File: config.mk
export PLATFORM = sky130hd
export DESIGN_NAME = chained_hash_table
export DESIGN_NICKNAME = d
export VERILOG_FILES = /design/src/hdl/cht_pkg.sv /design/src/hdl/cht_mod_unit.sv /design/src/hdl/cht_slot_mem.sv /design/src/hdl/chained_hash_table.sv
export VERILOG_INCLUDE_DIRS = /design/src /design/src/hdl
export SDC_FILE = /design/constraint.sdc
export NUM_CORES = 2
export LEC_CHECK = 0
export BUFFER_PORTS_ARGS = -buffer_cell sky130_fd_sc_hd__buf_2
export CORE_ASPECT_RATIO = 1.5
export CORE_UTILIZATION = 29
export DETAILED_ROUTE_END_ITERATION = 12
export PLACE_DENSITY_LB_ADDON = 0.25
export REMOVE_ABC_BUFFERS = 1
export SYNTH_ARGS = -nofsm -noshare
export SYNTH_HDL_FRONTEND = slang
export SYNTH_SLANG_ARGS = --single-unit
File: constraint.sdc
create_clock -name clk -period 13.5 [get_ports clk]
set_input_delay 2.025 -clock clk [delete_from_list [all_inputs] [get_ports clk]]
set_output_delay 2.025 -clock clk [all_outputs]
set_load 0.005 [all_outputs]
File: src/hdl/chained_hash_table_macros.svh
// ---------------------------------------------------------------------------
// chained_hash_table assertion macros
// shared property wrappers for the hash table block
// ---------------------------------------------------------------------------
`ifndef CHAINED_HASH_TABLE_MACROS_SVH
`define CHAINED_HASH_TABLE_MACROS_SVH

// checked on every edge outside reset
`define CHT_ASSERT(label, prop, msg) \
	label: assert property (@(posedge clk) disable iff (!arst_n) prop) else $error(msg);

// checked on every edge, reset included
`define CHT_ASSERT_ALWAYS(label, prop, msg) \
	label: assert property (@(posedge clk) prop) else $error(msg);

`endif

File: src/hdl/cht_pkg.sv
// ---------------------------------------------------------------------------
// cht_pkg
// types and constants shared by the chained hash table modules
// ---------------------------------------------------------------------------
package cht_pkg;

	localparam int unsigned KEY_BITS         = 32;
	localparam int unsigned VALUE_PORT_BITS  = 32;
	localparam int unsigned DEF_NUM_BUCKETS  = 8;
	localparam int unsigned DEF_WAYS         = 4;
	localparam int unsigned DEF_VALUE_BITS   = 32;

	typedef enum logic [1:0] {
		CMD_INSERT = 2'd0,
		CMD_SEARCH = 2'd1,
		CMD_REMOVE = 2'd2
	} cmd_t;

	typedef enum logic [1:0] {
		STATUS_DONE      = 2'd0,
		STATUS_NOT_FOUND = 2'd1,
		STATUS_FULL      = 2'd2
	} status_t;

	typedef enum logic [2:0] {
		ST_CLEAR,
		ST_IDLE,
		ST_HASH,
		ST_RD,
		ST_CMP,
		ST_WR
	} state_t;

endpackage

File: src/hdl/cht_mod_unit.sv
// ---------------------------------------------------------------------------
// cht_mod_unit
// remainder of the key by the bucket count through a reciprocal multiply
// ---------------------------------------------------------------------------
module cht_mod_unit import cht_pkg::*; #(
	parameter int unsigned DIVISOR = DEF_NUM_BUCKETS,
	parameter int unsigned REM_W   = 3
) (
	input  logic                clk,
	input  logic                arst_n,
	input  logic                start,
	input  logic [KEY_BITS-1:0] key,
	output logic                done,
	output logic [REM_W-1:0]    rem
);

	// floor((2^KEY_BITS - 1) / DIVISOR): the estimated quotient is low by at most one,
	// so the raw remainder stays below twice the divisor
	localparam logic [KEY_BITS-1:0] RECIP =
		KEY_BITS'(((64'd1 << KEY_BITS) - 64'd1) / 64'(DIVISOR));
	localparam logic [REM_W:0]      DIV_R = (REM_W+1)'(DIVISOR);

	logic [KEY_BITS-1:0]   key_q;
	logic [REM_W:0]        quot_q;
	logic [REM_W:0]        qn_q;
	logic [REM_W-1:0]      rem_q;
	logic [2:0]            step_q;
	logic [2*KEY_BITS-1:0] prod;
	logic [REM_W:0]        diff;

	assign prod = (2*KEY_BITS)'(key_q) * (2*KEY_BITS)'(RECIP);

	// only the low bits matter, the true difference is below 2*DIVISOR
	assign diff = key_q[REM_W:0] - qn_q;

	// step 0: quotient estimate, step 1: quotient times divisor, step 2: correct
	always_ff @(posedge clk or negedge arst_n) begin
		if (!arst_n) begin
			key_q  <= '0;
			quot_q <= '0;
			qn_q   <= '0;
			rem_q  <= '0;
			step_q <= '0;
		end else if (start) begin
			key_q  <= key;
			step_q <= 3'b001;
		end else begin
			if (step_q[0]) begin
				quot_q <= prod[KEY_BITS +: (REM_W+1)];
			end
			if (step_q[1]) begin
				qn_q <= quot_q * DIV_R;
			end
			if (step_q[2]) begin
				if (diff >= DIV_R) begin
					rem_q <= REM_W'(diff - DIV_R);
				end else begin
					rem_q <= diff[REM_W-1:0];
				end
			end
			step_q <= {step_q[1:0], 1'b0};
		end
	end

	assign done = (step_q == '0);
	assign rem  = rem_q;

endmodule

File: src/hdl/cht_slot_mem.sv
// ---------------------------------------------------------------------------
// cht_slot_mem
// slot store, one write and one registered read a cycle
// ---------------------------------------------------------------------------
module cht_slot_mem import cht_pkg::*; #(
	parameter int unsigned DEPTH  = DEF_NUM_BUCKETS * DEF_WAYS,
	parameter int unsigned ADDR_W = 5,
	parameter int unsigned DATA_W = 1 + KEY_BITS + DEF_VALUE_BITS
) (
	input  logic              clk,
	input  logic              wr_en,
	input  logic [ADDR_W-1:0] wr_addr,
	input  logic [DATA_W-1:0] wr_data,
	input  logic              rd_en,
	input  logic [ADDR_W-1:0] rd_addr,
	output logic [DATA_W-1:0] rd_data
);

	logic [DATA_W-1:0] mem [DEPTH];

	always_ff @(posedge clk) begin
		if (wr_en) begin
			mem[wr_addr] <= wr_data;
		end
	end

	always_ff @(posedge clk) begin
		if (rd_en) begin
			rd_data <= mem[rd_addr];
		end
	end

endmodule

File: src/hdl/chained_hash_table.sv
// ---------------------------------------------------------------------------
// chained_hash_table
// key-value table with bounded chains, bucket = key mod NUM_BUCKETS
// ---------------------------------------------------------------------------
//  channel   dir  tdata                       tuser
//  s_*       in   key, value                  cmd
//  m_*       out  read_value                  hit, status, table_empty
//
//  an item runs from its accept through the bucket remainder (reciprocal
//  multiply, quotient times bucket count, correction), then a read and a
//  compare per way through the slot memory read port, then one write-back;
//  s_tready stays low from the accept until that write-back is done
//  after reset a clearing pass writes all NUM_BUCKETS*WAYS slots, one a
//  cycle, before s_tready rises
//  a new item is taken while a result waits; its write-back holds until
//  the pending result transfer completes
// ---------------------------------------------------------------------------
`include "chained_hash_table_macros.svh"

module chained_hash_table import cht_pkg::*; #(
	parameter int unsigned NUM_BUCKETS = DEF_NUM_BUCKETS,
	parameter int unsigned WAYS        = DEF_WAYS,
	parameter int unsigned VALUE_BITS  = DEF_VALUE_BITS
) (
	input  logic        clk,
	input  logic        arst_n,
	input  logic        s_tvalid,
	output logic        s_tready,
	input  logic [63:0] s_tdata,   // key[31:0], value[63:32]
	input  logic [1:0]  s_tuser,   // cmd[1:0]
	output logic        m_tvalid,
	input  logic        m_tready,
	output logic [31:0] m_tdata,   // read_value[31:0]
	output logic [3:0]  m_tuser    // hit[0], status[2:1], table_empty[3]
);

	localparam int unsigned SLOTS  = NUM_BUCKETS * WAYS;
	localparam int unsigned SLOT_W = (SLOTS > 1) ? $clog2(SLOTS) : 1;
	localparam int unsigned BKT_W  = (NUM_BUCKETS > 1) ? $clog2(NUM_BUCKETS) : 1;
	localparam int unsigned WAY_W  = (WAYS > 1) ? $clog2(WAYS) : 1;
	localparam int unsigned CNT_W  = $clog2(SLOTS + 1);
	localparam int unsigned WORD_W = 1 + KEY_BITS + VALUE_BITS;

	state_t                state_q, state_d;
	logic [SLOT_W-1:0]     clr_q;
	cmd_t                  cmd_q;
	logic [KEY_BITS-1:0]   key_q;
	logic [VALUE_BITS-1:0] val_q;
	logic [BKT_W-1:0]      bucket_q;
	logic [WAY_W-1:0]      way_q;
	logic                  match_q, free_q;
	logic [WAY_W-1:0]      match_way_q, free_way_q;
	logic [VALUE_BITS-1:0] match_val_q;
	logic [CNT_W-1:0]      count_q, count_d;

	logic                  out_valid_q, hit_q, empty_q;
	logic [31:0]           rdval_q;
	status_t               status_q;

	logic                  accept;
	logic                  mod_done;
	logic [BKT_W-1:0]      mod_rem;
	logic [63:0]           in_val64, match_val64;

	logic                  wr_en, rd_en, out_load;
	logic [SLOT_W-1:0]     wr_addr, rd_addr, match_addr, free_addr;
	logic [WORD_W-1:0]     wr_data, rd_data;
	logic                  rd_valid;
	logic [KEY_BITS-1:0]   rd_key;
	logic [VALUE_BITS-1:0] rd_val;
	logic                  res_hit;
	status_t               res_status;
	logic [31:0]           res_rd;

	assign accept   = s_tvalid && s_tready;
	assign s_tready = (state_q == ST_IDLE);

	assign in_val64    = 64'(s_tdata[63:32]);
	assign match_val64 = 64'(match_val_q);

	// slot word: valid in the low bit, then key, then value
	assign rd_valid = rd_data[0];
	assign rd_key   = rd_data[KEY_BITS:1];
	assign rd_val   = rd_data[WORD_W-1:KEY_BITS+1];

	assign rd_addr    = SLOT_W'(32'(bucket_q) * WAYS + 32'(way_q));
	assign match_addr = SLOT_W'(32'(bucket_q) * WAYS + 32'(match_way_q));
	assign free_addr  = SLOT_W'(32'(bucket_q) * WAYS + 32'(free_way_q));

	cht_mod_unit #(
		.DIVISOR (NUM_BUCKETS),
		.REM_W   (BKT_W)
	) u_mod (
		.clk    (clk),
		.arst_n (arst_n),
		.start  (accept),
		.key    (s_tdata[31:0]),
		.done   (mod_done),
		.rem    (mod_rem)
	);

	cht_slot_mem #(
		.DEPTH  (SLOTS),
		.ADDR_W (SLOT_W),
		.DATA_W (WORD_W)
	) u_mem (
		.clk     (clk),
		.wr_en   (wr_en),
		.wr_addr (wr_addr),
		.wr_data (wr_data),
		.rd_en   (rd_en),
		.rd_addr (rd_addr),
		.rd_data (rd_data)
	);

	always_ff @(posedge clk or negedge arst_n) begin
		if (!arst_n) begin
			state_q <= ST_CLEAR;
		end else begin
			state_q <= state_d;
		end
	end

	always_comb begin
		state_d    = state_q;
		wr_en      = 1'b0;
		wr_addr    = clr_q;
		wr_data    = '0;
		rd_en      = 1'b0;
		out_load   = 1'b0;
		res_hit    = 1'b0;
		res_status = STATUS_DONE;
		res_rd     = '0;
		count_d    = count_q;
		case (state_q)
			ST_CLEAR: begin
				wr_en = 1'b1;
				if (clr_q == SLOT_W'(SLOTS - 1)) begin
					state_d = ST_IDLE;
				end
			end
			ST_IDLE: begin
				if (accept) begin
					state_d = ST_HASH;
				end
			end
			ST_HASH: begin
				if (mod_done) begin
					state_d = ST_RD;
				end
			end
			ST_RD: begin
				rd_en   = 1'b1;
				state_d = ST_CMP;
			end
			ST_CMP: begin
				if (way_q == WAY_W'(WAYS - 1)) begin
					state_d = ST_WR;
				end else begin
					state_d = ST_RD;
				end
			end
			ST_WR: begin
				// hold the write-back until the previous result is gone
				if (!out_valid_q || m_tready) begin
					out_load = 1'b1;
					state_d  = ST_IDLE;
					case (cmd_q)
						CMD_INSERT: begin
							if (match_q) begin
								res_hit = 1'b1;
								wr_en   = 1'b1;
								wr_addr = match_addr;
								wr_data = {val_q, key_q, 1'b1};
							end else if (free_q) begin
								wr_en   = 1'b1;
								wr_addr = free_addr;
								wr_data = {val_q, key_q, 1'b1};
								count_d = count_q + 1'b1;
							end else begin
								res_status = STATUS_FULL;
							end
						end
						CMD_SEARCH: begin
							if (match_q) begin
								res_hit = 1'b1;
								res_rd  = match_val64[31:0];
							end else begin
								res_status = STATUS_NOT_FOUND;
							end
						end
						CMD_REMOVE: begin
							if (match_q) begin
								res_hit = 1'b1;
								wr_en   = 1'b1;
								wr_addr = match_addr;
								wr_data = {match_val_q, key_q, 1'b0};
								if (count_q != '0) begin
									count_d = count_q - 1'b1;
								end
							end else begin
								res_status = STATUS_NOT_FOUND;
							end
						end
						default: begin
						end
					endcase
				end
			end
			default: begin
				state_d = ST_IDLE;
			end
		endcase
	end

	always_ff @(posedge clk or negedge arst_n) begin
		if (!arst_n) begin
			clr_q       <= '0;
			cmd_q       <= CMD_INSERT;
			key_q       <= '0;
			val_q       <= '0;
			bucket_q    <= '0;
			way_q       <= '0;
			match_q     <= 1'b0;
			free_q      <= 1'b0;
			match_way_q <= '0;
			free_way_q  <= '0;
			match_val_q <= '0;
			count_q     <= '0;
		end else begin
			if (state_q == ST_CLEAR) begin
				clr_q <= clr_q + 1'b1;
			end
			if (accept) begin
				cmd_q   <= cmd_t'(s_tuser);
				key_q   <= s_tdata[31:0];
				val_q   <= in_val64[VALUE_BITS-1:0];
				way_q   <= '0;
				match_q <= 1'b0;
				free_q  <= 1'b0;
			end
			if (state_q == ST_HASH && mod_done) begin
				bucket_q <= mod_rem;
			end
			// one compare per way; first match and first free way win
			if (state_q == ST_CMP) begin
				if (rd_valid) begin
					if (!match_q && rd_key == key_q) begin
						match_q     <= 1'b1;
						match_way_q <= way_q;
						match_val_q <= rd_val;
					end
				end else if (!free_q) begin
					free_q     <= 1'b1;
					free_way_q <= way_q;
				end
				way_q <= way_q + 1'b1;
			end
			count_q <= count_d;
		end
	end

	always_ff @(posedge clk or negedge arst_n) begin
		if (!arst_n) begin
			out_valid_q <= 1'b0;
			hit_q       <= 1'b0;
			rdval_q     <= '0;
			status_q    <= STATUS_DONE;
			empty_q     <= 1'b1;
		end else begin
			if (out_load) begin
				out_valid_q <= 1'b1;
				hit_q       <= res_hit;
				rdval_q     <= res_rd;
				status_q    <= res_status;
				empty_q     <= (count_d == '0);
			end else if (m_tready) begin
				out_valid_q <= 1'b0;
			end
		end
	end

	assign m_tvalid = out_valid_q;
	assign m_tdata  = rdval_q;
	assign m_tuser  = {empty_q, status_q, hit_q};

	`CHT_ASSERT_ALWAYS(a_no_accept_in_clear, (state_q == ST_CLEAR) |-> !s_tready, "transfer accepted during clearing pass")
	`CHT_ASSERT(a_count_bound, count_q <= CNT_W'(SLOTS), "entry count above slot count")
	`CHT_ASSERT(a_empty_matches_count, m_tvalid |-> (m_tuser[3] == (count_q == '0)), "table_empty out of step with entry count")
	`CHT_ASSERT(a_hit_means_done, (m_tvalid && m_tuser[0]) |-> (status_q == STATUS_DONE), "hit reported with error status")
	`CHT_ASSERT(a_refuse_only_insert, out_load && res_status == STATUS_FULL |-> (cmd_q == CMD_INSERT && !free_q && !match_q), "bucket full reported with room left")

endmodule

==> impl_metrics.env <==
export IMPL_grt_setup_unrepaired="no"
export IMPL_tns_ps=0
export IMPL_post_place_cells=7987
export IMPL_viasPerCell=4.96
export IMPL_cp_arrival_ps=6540
export IMPL_crit_top_cell="buf_4"
export IMPL_drt_first_pass_iters=5
export IMPL_cts_root_buf="clkbuf_16"
export IMPL_grt_pass1_wl_um=359000
export IMPL_syn_area_per_cell_um2=22.6
export IMPL_reg2reg_to="u_mem.mem[10][18]"
export IMPL_synth_area_um2=88800
export IMPL_groute_usage_overall_pct=16.6
export IMPL_clk_latency_ps=880
export IMPL_numCtsBuffers=214
export IMPL_synth_edf_count=2145
export IMPL_drt_iter0_drc=3938
export IMPL_core_area_um2=304000
export IMPL_final_common_cell="edfxtp_1"
export IMPL_nets=4283
export IMPL_post_route_period_util_pct=44.9
export IMPL_setup_slack_ps=7440
export IMPL_hold_path_endpoint="match_val_q[6]"
export IMPL_mostFrequentLayoutCells="2,145 x edfxtp_1, 650 x mux4_2, 289 x nand2_1"
export IMPL_cts_setup_buffers=0
export IMPL_hp_class="flip-flop to flip-flop"
export IMPL_ys_ff_latch=2311
export IMPL_fin_skew_ps=54.9
export IMPL_synthFlopType="edfxtp_1"
export IMPL_drive_gt1_share_pct=31.8
export IMPL_worst_path_max_delay_cell="a21oi_4"
export IMPL_postRouteAntennaNets=0
export IMPL_n_fill_cell=28300
export IMPL_r2r_start="cmd_q[1]"
export IMPL_worstSetupStartpointType="input port"
export IMPL_cts_tree="built"
export IMPL_powerDensity_nw_per_um2=185
export IMPL_worst_slew_pin_slew_ps=1410
export IMPL_crit_type="input port to flip-flop"
export IMPL_crit_start="m_tready"
export IMPL_syn_to_final_growth_pct=14.9
export IMPL_yosysSeqAreaShare_pct=77.2
export IMPL_vdd_drop_max_mv=0.106
export IMPL_cp_end_kind="flip-flop"
export IMPL_cts_sinks=2311
export IMPL_path_max_fanout=44
export IMPL_max_freq_mhz=165
export IMPL_rrSetupSlack_ps=8090
export IMPL_synthDistinctLibCells=59
export IMPL_maxCapViolCount=0
export IMPL_synth_warnings=0
export IMPL_dieArea_um2=308000
export IMPL_detail_route_wl_per_cell_um=30.7
export IMPL_antenna_found_initial=14
export IMPL_async_flop_share_pct=7.18
export IMPL_instances_no_fill=8381
export IMPL_finalCriticalPeriod_ps=6060
export IMPL_hold_depth=1
export IMPL_io_pins=108
export IMPL_finalHoldViolCount=0
export IMPL_pre_cts_ws_ps=6480
export IMPL_cts_max_level=4
export IMPL_path_clk_slew_ps=70
export IMPL_overflow=0
export IMPL_drv_slew=0
export IMPL_initial_core_util_pct=29.2
export IMPL_setup_viol=0
export IMPL_wl_um=257000
export IMPL_dpl_hpwl_um=155000
export IMPL_slew_headroom_pct=6.19
export IMPL_grt_max_degree=117
export IMPL_io_buffers=107
export IMPL_hp_start="u_mem.rd_data[39]"
export IMPL_routed_via_count=41600
export IMPL_rows=248
export IMPL_die_w_um=454
export IMPL_postCtsHoldBufs=0
export IMPL_cts_buffer_depth=4
export IMPL_ctsResizeCount=0
export IMPL_p_leak_nw=35.6
export IMPL_grt_pass1_vias=43300
export IMPL_crit_chain="buf_2, nor2b_1, or3_2, buf_4, o21ai_0, or3_1, a21oi_4, buf_4"
export IMPL_rr_worst_depth=9
export IMPL_syn_inst=3934
export IMPL_status="finished, final reports clean"
export IMPL_die_h_um=680
export IMPL_critPathMaxStageDelay_ps=950
export IMPL_drc=0
export IMPL_crit_required_ps=13970
export IMPL_gp_congestion=0.780
==> state kept, by name, indices dropped and copies added (netlist names), 3 cells and up <==
| name | cells |
|---|---|
| match_val_q | 32 |
| bucket_q | 3 |
| count_q | 6 |
| val_q | 32 |
| clr_q | 5 |
| u_mod.step_q | 3 |
| u_mem.rd_data | 65 |
| state_q | 3 |
| u_mod.rem | 3 |
| m_tdata | 32 |
| u_mem.mem | 2080 |
| u_mod.key_q | 32 |
==> power breakdown <==
part	switching (mW)	total (mW)	internal, mW
combinational	2.42	4.01	1.59
clock	2.68	6.15	3.46
sequential	0.365	8.67	8.31
==> cell families (layout without fill, tap and decap cells) <==
group	after synthesis	count (layout)	share of synthesized area, %
xor gates and xnor gates	35	35	0.345
DFF	2311	2311	77.2
AOI/OAI and AO/OA	129	129	0.941
other	0	8	0
and+or+nand+nor	463	463	2.28
adders and majority gates	10	10	0.141
buffers and inverters	224	663	1.04
muxes	762	762	18.0
==> synthesized netlist by cell type, drive strengths merged, types with 2 or more instances <==
library cell / n / share of area (%)
a211o: 2 / 0.020
a21o: 5 / 0.042
a21oi: 22 / 0.12
a221o: 2 / 0.023
a22oi: 33 / 0.28
a32o: 3 / 0.034
and2: 35 / 0.25
and3: 2 / 0.014
buf: 63 / 0.36
clkbuf: 150 / 0.63
dfrtp: 165 / 4.7
edfxtp: 2145 / 73
ha: 10 / 0.14
inv: 11 / 0.047
mux2: 109 / 1.5
mux2i: 3 / 0.034
mux4: 650 / 16
nand2: 289 / 1.2
nand2b: 5 / 0.035
nand3: 12 / 0.068
nand3b: 2 / 0.031
nand4: 8 / 0.073
nor2: 72 / 0.31
nor2b: 5 / 0.035
nor3: 6 / 0.034
nor4: 12 / 0.092
nor4b: 2 / 0.020
o21ai: 43 / 0.25
o21bai: 4 / 0.034
o311ai: 2 / 0.020
o31ai: 2 / 0.017
o41ai: 4 / 0.039
or2: 5 / 0.035
or3: 4 / 0.028
xnor2: 3 / 0.030
xor2: 32 / 0.32
==> worst max-delay path, delay by kind of cell <==
family / cells / cell delay, ps
buffers and inverters: 3 / 1430
AO/OA/AOI/OAI: 2 / 1260
AND/OR/NAND/NOR: 3 / 1640
==> metal layers <==
layer / global-route usage (%) / up-vias / share of wire, % / wire (um)
met2: 29.9 / 1078 / 53 / 137000
met4: 4.35 / 10 / 2.6 / 6710
li1: - / 16900 / - / -
met5: 0 / - / 0.026 / 67
met3: 1.76 / 311 / 3.8 / 9860
met1: 21.0 / 23300 / 40 / 103000
==> final cells by class <==
| type | instances | area (um2) | share of cell area (%) |
|---|---|---|---|
| Clock buffer | 258 | 5630 | 5.52 |
| Sequential cell | 2311 | 68600 | 67.2 |
| Antenna cell | 8 | 20.0 | 0.0196 |
| Multi-Input combinational cell | 1399 | 19600 | 19.2 |
| Tap cell | 4000 | 5000 | 4.91 |
| Clock inverter | 128 | 1290 | 1.26 |
| Timing Repair Buffer | 266 | 1830 | 1.79 |
| Inverter | 11 | 43.8 | 0.0429 |
==> worst max path at each step <==
| stage | slack [ps] | depth (start not counted) | to |
|---|---|---|---|
| floorplan | -7750 | 3 | u_mem.rd_data[11] |
| detailed placement | 6480 | 8 | u_mem.mem[19][63] |
| global route | 7250 | 8 | u_mem.mem[18][48] |
| finish | 7440 | 8 | u_mem.mem[18][52] |
| global placement | 6460 | 8 | u_mem.mem[18][63] |
| CTS | 7400 | 8 | u_mem.mem[16][46] |
==> per-stage QoR <==
| step | power [mW] | area, um2 | utilization [%] | hold WS, ps |
|---|---|---|---|---|
| after floorplan | 12.5 | 87900 | - | 447 |
| after global placement | 13.0 | 95100 | 31.2 | 457 |
| after detailed placement | 13.0 | 95100 | 31.2 | 465 |
| after CTS | 19.1 | 102000 | 33.5 | 466 |
| after global routing | 19.5 | 102000 | 33.5 | 484 |
| final | 18.8 | 102000 | 33.5 | 470 |
Power figures use the tool's default switching activity.
